<file path="config.mk">
export PLATFORM = sky130hd
export DESIGN_NAME = fisr_fmul
export DESIGN_NICKNAME = d
export VERILOG_FILES = /design/src/design/fisr_pkg.sv /design/src/design/fisr_fmul.sv
export SDC_FILE = /design/constraint.sdc
export NUM_CORES = 2
export LEC_CHECK = 0
export ABC_CLOCK_PERIOD_IN_PS = 18500
export BUFFER_PORTS_ARGS = -buffer_cell sky130_fd_sc_hd__buf_4
export CAP_MARGIN = 0
export CELL_PAD_IN_SITES_DETAIL_PLACEMENT = 1
export CELL_PAD_IN_SITES_GLOBAL_PLACEMENT = 1
export CORE_ASPECT_RATIO = 0.7
export CORE_MARGIN = 2
export CORE_UTILIZATION = 41
export DETAILED_ROUTE_END_ITERATION = 8
export GPL_TIMING_DRIVEN = 0
export PLACE_DENSITY = 0.72
export RECOVER_POWER = 25
export SLEW_MARGIN = 20
export SYNTH_ARGS = -nofsm -noshare
export SYNTH_HDL_FRONTEND = slang
export SYNTH_SLANG_ARGS = --single-unit
</file>
<file path="constraint.sdc">
create_clock -name clk -period 18.5 [get_ports clk]
set_clock_uncertainty 0.1 [all_clocks]
set_input_delay 1.85 -clock clk [delete_from_list [all_inputs] [get_ports clk]]
set_output_delay 1.85 -clock clk [all_outputs]
set_load 0.05 [all_outputs]
</file>
<file path="src/design/fisr_pkg.sv">
// Shared constants and helpers for the fast inverse square root pipeline.
// Holds single-precision constants, unit latencies and leading-zero counters.
// No dependencies.
package fisr_pkg;

  localparam logic [31:0] MAGIC      = 32'h5f3759df;
  localparam logic [31:0] HALF_BITS  = 32'h3f000000;
  localparam logic [31:0] ONE_P5     = 32'h3fc00000;
  localparam logic [31:0] CANON_NAN  = 32'h7fc00000;
  localparam int          MUL_LAT    = 4;
  localparam int          ADD_LAT    = 4;

  function automatic logic [5:0] lzc48(input logic [47:0] v);
    logic [5:0] n;
    logic       found;
    n     = 6'd48;
    found = 1'b0;
    for (int i = 47; i >= 0; i--) begin
      if (!found && v[i]) begin
        n     = 6'(47 - i);
        found = 1'b1;
      end
    end
    return n;
  endfunction

  function automatic logic [4:0] lzc28(input logic [27:0] v);
    logic [4:0] n;
    logic       found;
    n     = 5'd28;
    found = 1'b0;
    for (int i = 27; i >= 0; i--) begin
      if (!found && v[i]) begin
        n     = 5'(27 - i);
        found = 1'b1;
      end
    end
    return n;
  endfunction

endpackage

</file>
<file path="src/design/fisr_fmul.sv">
// Four-stage single-precision multiplier, round to nearest even, subnormals kept.
// Stages: unpack and multiply, leading-zero count, shift, round and pack.
// Depends on fisr_pkg.
module fisr_fmul (
  input  logic        clk,
  input  logic        rst_n,
  input  logic        in_valid,
  input  logic [31:0] a,
  input  logic [31:0] b,
  output logic        out_valid,
  output logic [31:0] y
);
  import fisr_pkg::*;

  logic               v1_r, v2_r, v3_r, v4_r;
  logic               nan1_r, inf1_r, s1_r;
  logic [47:0]        m1_r;
  logic signed [10:0] e1_r;
  logic               nan2_r, inf2_r, s2_r, zero2_r, ovf2_r;
  logic [47:0]        m2_r;
  logic signed [10:0] sh2_r;
  logic [7:0]         ef2_r;
  logic               nan3_r, inf3_r, s3_r, zero3_r, ovf3_r;
  logic [47:0]        t3_r;
  logic [7:0]         ef3_r;
  logic [31:0]        y4_r;

  logic [7:0]  ea, eb, ea_eff, eb_eff;
  logic        a_nan, b_nan, a_inf, b_inf, a_zero, b_zero;
  logic [23:0] ma, mb;
  logic        nan1_nxt;
  logic signed [10:0] e1_nxt;

  always_comb begin
    ea     = a[30:23];
    eb     = b[30:23];
    a_nan  = (&ea) & (|a[22:0]);
    b_nan  = (&eb) & (|b[22:0]);
    a_inf  = (&ea) & ~(|a[22:0]);
    b_inf  = (&eb) & ~(|b[22:0]);
    a_zero = ~(|a[30:0]);
    b_zero = ~(|b[30:0]);
    ma     = {|ea, a[22:0]};
    mb     = {|eb, b[22:0]};
    ea_eff = (|ea) ? ea : 8'd1;
    eb_eff = (|eb) ? eb : 8'd1;
    nan1_nxt = a_nan | b_nan | (a_inf & b_zero) | (b_inf & a_zero);
    e1_nxt = $signed({3'b000, ea_eff}) + $signed({3'b000, eb_eff}) - 11'sd127;
  end

  always_ff @(posedge clk) begin
    nan1_r <= nan1_nxt;
    inf1_r <= a_inf | b_inf;
    s1_r   <= a[31] ^ b[31];
    m1_r   <= ma * mb;
    e1_r   <= e1_nxt;
  end

  logic [5:0]         lz;
  logic signed [10:0] lz_s, ex;

  always_comb begin
    lz   = lzc48(m1_r);
    lz_s = $signed({5'b00000, lz});
    ex   = e1_r + 11'sd1 - lz_s;
  end

  always_ff @(posedge clk) begin
    nan2_r  <= nan1_r;
    inf2_r  <= inf1_r;
    s2_r    <= s1_r;
    zero2_r <= ~(|m1_r);
    m2_r    <= m1_r;
    sh2_r   <= (lz_s <= e1_r) ? lz_s : e1_r;
    ovf2_r  <= ex > 11'sd254;
    ef2_r   <= (ex < 11'sd1) ? 8'd0 : ex[7:0];
  end

  logic signed [10:0] neg_sh;
  logic [5:0]         rsh;
  logic [95:0]        wide;
  logic [47:0]        t3_nxt;

  always_comb begin
    neg_sh = -sh2_r;
    rsh    = (neg_sh > 11'sd63) ? 6'd63 : neg_sh[5:0];
    wide   = {m2_r, 48'd0} >> rsh;
    if (!sh2_r[10]) begin
      t3_nxt = m2_r << sh2_r[5:0];
    end else begin
      t3_nxt = wide[95:48] | {47'd0, |wide[47:0]};
    end
  end

  always_ff @(posedge clk) begin
    nan3_r  <= nan2_r;
    inf3_r  <= inf2_r;
    s3_r    <= s2_r;
    zero3_r <= zero2_r;
    ovf3_r  <= ovf2_r;
    ef3_r   <= ef2_r;
    t3_r    <= t3_nxt;
  end

  logic        inc;
  logic [30:0] packed_mag;
  logic [31:0] y4_nxt;

  always_comb begin
    inc        = t3_r[23] & ((|t3_r[22:0]) | t3_r[24]);
    packed_mag = {ef3_r, t3_r[46:24]} + {30'd0, inc};
    if (nan3_r) begin
      y4_nxt = CANON_NAN;
    end else if (inf3_r || (ovf3_r && !zero3_r)) begin
      y4_nxt = {s3_r, 8'hff, 23'd0};
    end else if (zero3_r) begin
      y4_nxt = {s3_r, 31'd0};
    end else begin
      y4_nxt = {s3_r, packed_mag};
    end
  end

  always_ff @(posedge clk) begin
    y4_r <= y4_nxt;
  end

  always_ff @(posedge clk) begin
    if (!rst_n) begin
      v1_r <= 1'b0;
      v2_r <= 1'b0;
      v3_r <= 1'b0;
      v4_r <= 1'b0;
    end else begin
      v1_r <= in_valid;
      v2_r <= v1_r;
      v3_r <= v2_r;
      v4_r <= v3_r;
    end
  end

  assign out_valid = v4_r;
  assign y         = y4_r;

endmodule

</file>
# Word level (Yosys, flattened, before mapping)
# Cells that the tools add are included.
# op_classes
add_sub_neg	6
n_mul	1
n_lt_le_gt_ge	4
shift	2
n_mux	102
bitwise_logic	19
n_reduce_logical	110
# ops
op	count
2-to-1 mux 6 bit	50
OR reduction 48 bit	2
>> shifter 96 x 6 -> 95 bit	1
OR reduction 23 bit	3
OR reduction 31 bit	2
logical AND 1 bit	48
logical NOT 1 bit	48
multiplier 24 x 24 -> 48 bit	1
<< shifter 48 x 6 -> 47 bit	1
2-to-1 mux 1 bit	47
2-to-1 mux 47 bit	1
OR 47 x 1 -> 47 bit	1
adder 31 x 1 -> 31 bit	1
2-to-1 mux 31 bit	1
2-to-1 mux 23 bit	1
2-to-1 mux 8 bit	2
AND reduction 8 bit	2
OR reduction 8 bit	2
adder 10 x 2 -> 11 bit (second input constant)	1
> comparator 11 x 7 -> 1 bit (second input constant)	1
> comparator 11 x 9 -> 1 bit (second input constant)	1
< comparator 11 x 2 -> 1 bit (second input constant)	1
negation 10 -> 11 bit	1
subtractor 11 x 7 -> 11 bit	1
other kinds (10)	24
# word_totals
reg_bits	228
input_bits	67
out_inout_bits	33
word_cells	272

# Longest topological paths before layout
# logic_depth
word_depth	144
mapped_depth	28
ltp_nobuf	27

# Worst setup path before layout
# No wires, ideal clock.
# synth_path
path_type	input to register
startpoint	in b[6]
endpoint	reg m1_r[47]
setup_time_ps	72
arrival_time_ps	8340
required_time_ps	18328
setup_slack_ps	9988
stages	26
n_path_buf	2
cell_sequence	clkbuf_1 -> clkbuf_1 -> nand2_1 -> fa_1 -> inv_1 -> fa_1 -> fa_1 -> fa_1 -> fa_1 -> inv_1 -> fa_1 -> inv_1 -> fa_1 -> ha_1 -> o21a_1 -> o21a_1 -> o211ai_1 -> nor2_1 -> a211oi_1 -> o211a_1 -> a211oi_1 -> o21ai_0 -> o211a_1 -> o2111ai_1 -> a21oi_1 -> xnor2_1
# synth_via
elab_chain_len	1
# synth_lines
item	line_no	rtl
start, declared	fisr_fmul.sv:9	input logic [31:0] b,
multiplier 24 x 24 -> 48 bit	fisr_fmul.sv:55	m1_r <= ma * mb;
end signal, assigned	fisr_fmul.sv:55	
end, declared	fisr_fmul.sv:17	logic [47:0] m1_r;
# No other way between the ends.
# A chain may end at the register's enable or synchronous reset.

# Final worst setup path
# layout_path
startpoint	in a[17]
endpoint	reg m1_r[47]
# layout_via
elab_chain_len	1
# layout_lines
item	line_no	rtl
start, declared	fisr_fmul.sv:8	input logic [31:0] a,
multiplier 24 x 24 -> 48 bit	fisr_fmul.sv:55	
# No other way between the ends.

==> out/qor.csv <==
stage,metric,value,unit
status,status,completed,
critical_path,WS Path Type,primary input to flop,
logic_synthesis,mapped cell area,0.0326,mm^2
finish,Non-Filler Instances,5046,
placement,gp weighted congestion,1.05,
grt,overflow left after global routing,0,
clock_tree,"Hold-fix buffers, CTS",0,
grt,antenna violations before repair,20,
route,Wirelength per Cell,29.9,um
critical_path,worst path required time,18.86,ns
route,1st-pass router iterations,5,
logic_synthesis,Syn Nets,4599,
clock_tree,Post-CTS Setup Bufs,0,
logic_synthesis,Yosys top cell area share,29.8,%
grt,GR Util All Layers,36.9,%
critical_path,RR Endpoint,t3_r[0],
timing,RSZ-0062 raised after global routing,false,
floorplanning,Starting Density,41.4,%
clock_tree,CTS root buffer,clkbuf_16,
placement,detailed placement HPWL,124000,um
logic_synthesis,Post-synth EDFFs,0,
route,DR vias/cell,6.07,
timing,Final Cycle Share,52.8,%
logic_synthesis,most common cell in the synthesized netlist,nand2_1,
logic_synthesis,register area share after synthesis,14.0,%
critical_path,kind of end point of the critical path,flop,
grt,largest net degree at the start of global routing,16,
min_path,hold path start,ef2_r[2],
clock_tree,post_cts resized,0,
timing,WHS,0.225,ns
critical_path,CP max FO,11,
floorplanning,core area,0.0788,mm^2
min_path,WHS Path Cells,0,
grt,vias in the first global route,30800,
finish,fraction of layout cells with a size suffix above 1,6.29,%
clock_tree,Sink Count,228,
logic_synthesis,most frequent cells after synthesis,"590 x nand2_1, 552 x inv_1, 485 x fa_1, 228 x dfxtp_1, 226 x and2_1",
floorplanning,Die H,240,um
timing,Setup Viol. Count Final,0,
logic_synthesis,synth top area cells,"fa_1 30%, dfxtp_1 14%, ha_1 8.1%, nand2_1 6.8%, inv_1 6.4%",
timing,Least-Margin Pin Slew,1.21,ns
timing,FMAX,102,MHz
timing,max-slew violation count,0,
critical_path,Worst R2R Setup Slack,9.89,ns
floorplanning,DIE WIDTH,341,um
timing,Slew HR,19.2,%
logic_synthesis,cell taking the most area after synthesis,fa_1,
route,Remaining DRCs,0,
min_path,Min-Delay Endpoint,ef3_r[2],
clock_tree,CTS buffer count,25,
placement,Post-Place Cells,4986,
flow_run,Max Cap Viol,0,
route,vias,30600,
clock_tree,Clock Pin Slew Worst Setup and Hold Paths,0.07,ns
finish,Nets,4721,
min_path,min-delay worst type,flop to flop,
route,post-route ant nets,0,
placement,pre-CTS WS,8.32,ns
grt,first-pass GRT wire length,218000,um
clock_tree,Clock H-tree levels,1,
floorplanning,die area,0.0819,mm^2
clock_tree,clock buffer depth,3,
timing,final hold violations,0,
logic_synthesis,post-synthesis cell type count,89,
finish,P&R area growth vs syn,9.20,%
logic_synthesis,post-synthesis cell count,3835,
timing,final worst setup slack,8.73,ns
floorplanning,site row count,86,
logic_synthesis,Synth Register Bits,228,
timing,final setup TNS,0,ns
route,WL final,151000,um
timing,minimum clock period,9.77,ns
clock_tree,worst skew pair latency,0.59,ns
critical_path,R2R cell count,20,
critical_path,R2R Path Start,sh2_r[0],
route,Initial DRC Count,3343,
critical_path,critical path launch point type,primary input,
logic_synthesis,syn_area_per_cell,8.51,um^2
logic_synthesis,top_reg_cell synth,dfxtp_1,
placement,port buffer count,95,
clock_tree,CTS tree,built,
floorplanning,number of top-level pins,100,
critical_path,CP arrival,10.12,ns
logic_synthesis,async set-or-reset flop fraction in the synthesized netlist,0,%
logic_synthesis,total of warnings raised by yosys,0,
-- critical path, stage by stage --
cell       delay [ns]
buf_4            0.26
clkbuf_1         0.90
and2_1           0.28
fa_1             0.44
fa_1             0.53
fa_1             0.60
fa_1             0.45
fa_1             0.55
inv_1            0.05
fa_1             0.47
inv_1            0.05
fa_1             0.41
ha_1             0.40
o21a_1           0.22
o21a_1           0.18
o211ai_1         0.29
nor2_1           0.09
a211oi_1         0.31
o211a_1          0.31
a211oi_1         0.16
o21ai_0          0.41
o211a_1          0.32
o2111ai_1        0.15
a21oi_1          0.19
xnor2_1          0.21
-- area by class of cell --
cell class	instances	area, um^2
Clock buffer	31	678
Timing Repair Buffer	95	713
Multi-Input combinational cell	2822	25000
Inverter	556	2090
Tap cell	1056	1320
Antenna cell	14	35.0
Buffer	229	966
Fill cell	9433	43100
Clock inverter	15	230
Sequential cell	228	4560
-- placed cells by master, fill, tap and decap left out, drive strengths merged, types with 109 or more instances in the layout --
cell    count
a21oi     130
and2      226
buf       151
clkbuf    204
dfxtp     228
fa        485
ha        212
inv       557
mux2i     109
nand2     590
nor2      190
o21ai     142
-- logic make-up (layout without fill, tap and decap cells) --
family	after synthesis	in the layout	synth area share, %
adder cells (fa/ha/maj)	697	697	37.9
other	0	14	0
buffers and inverters	785	926	9.35
AND/OR/NAND/NOR	1313	1313	19.0
AO/OA/AOI/OAI	558	558	11.2
XOR/XNOR	91	91	2.44
multiplexers	163	163	6.05
flip-flops	228	228	14.0
-- state kept, by name, summed over array words and instances, names as in the netlist, 8 cells and up --
name and cells:
t3_r 47, ef3_r 8, ef2_r 8, m1_r 48, y 32, e1_r 10, m2_r 48, sh2_r 10
-- worst max-delay path by stage --
stage / cells past startpoint / endpoint / start / slack [ns]
after floorplan: 26 / m1_r[47] / b[6] / 9.99
after CTS: 25 / m1_r[46] / a[25] / 8.88
after global routing: 25 / m1_r[47] / a[17] / 8.55
after detailed placement: 25 / m1_r[46] / a[25] / 8.32
final: 25 / m1_r[47] / a[17] / 8.73
after global placement: 25 / m1_r[46] / a[30] / 8.33
-- layer usage --
layer / vias up / share of wire, % / global-route usage, %
met5: - / 0.11 / 0
met4: 16 / 2.3 / 7.33
met3: 277 / 17 / 19.5
met2: 2049 / 36 / 47.0
met1: 15500 / 44 / 54.1
li1: 12800 / - / -
-- metrics by stage --
step	utilization, %	cell area, um^2
detailed placement	44.0	34700
global placement	44.0	34700
finish	45.2	35600
global route	45.2	35600
CTS	45.2	35600
floorplan	-	32600
Power is left out: the tool's default activity adds up to more than one toggle a clock period on the data nets, which glitch-free logic cannot reach.
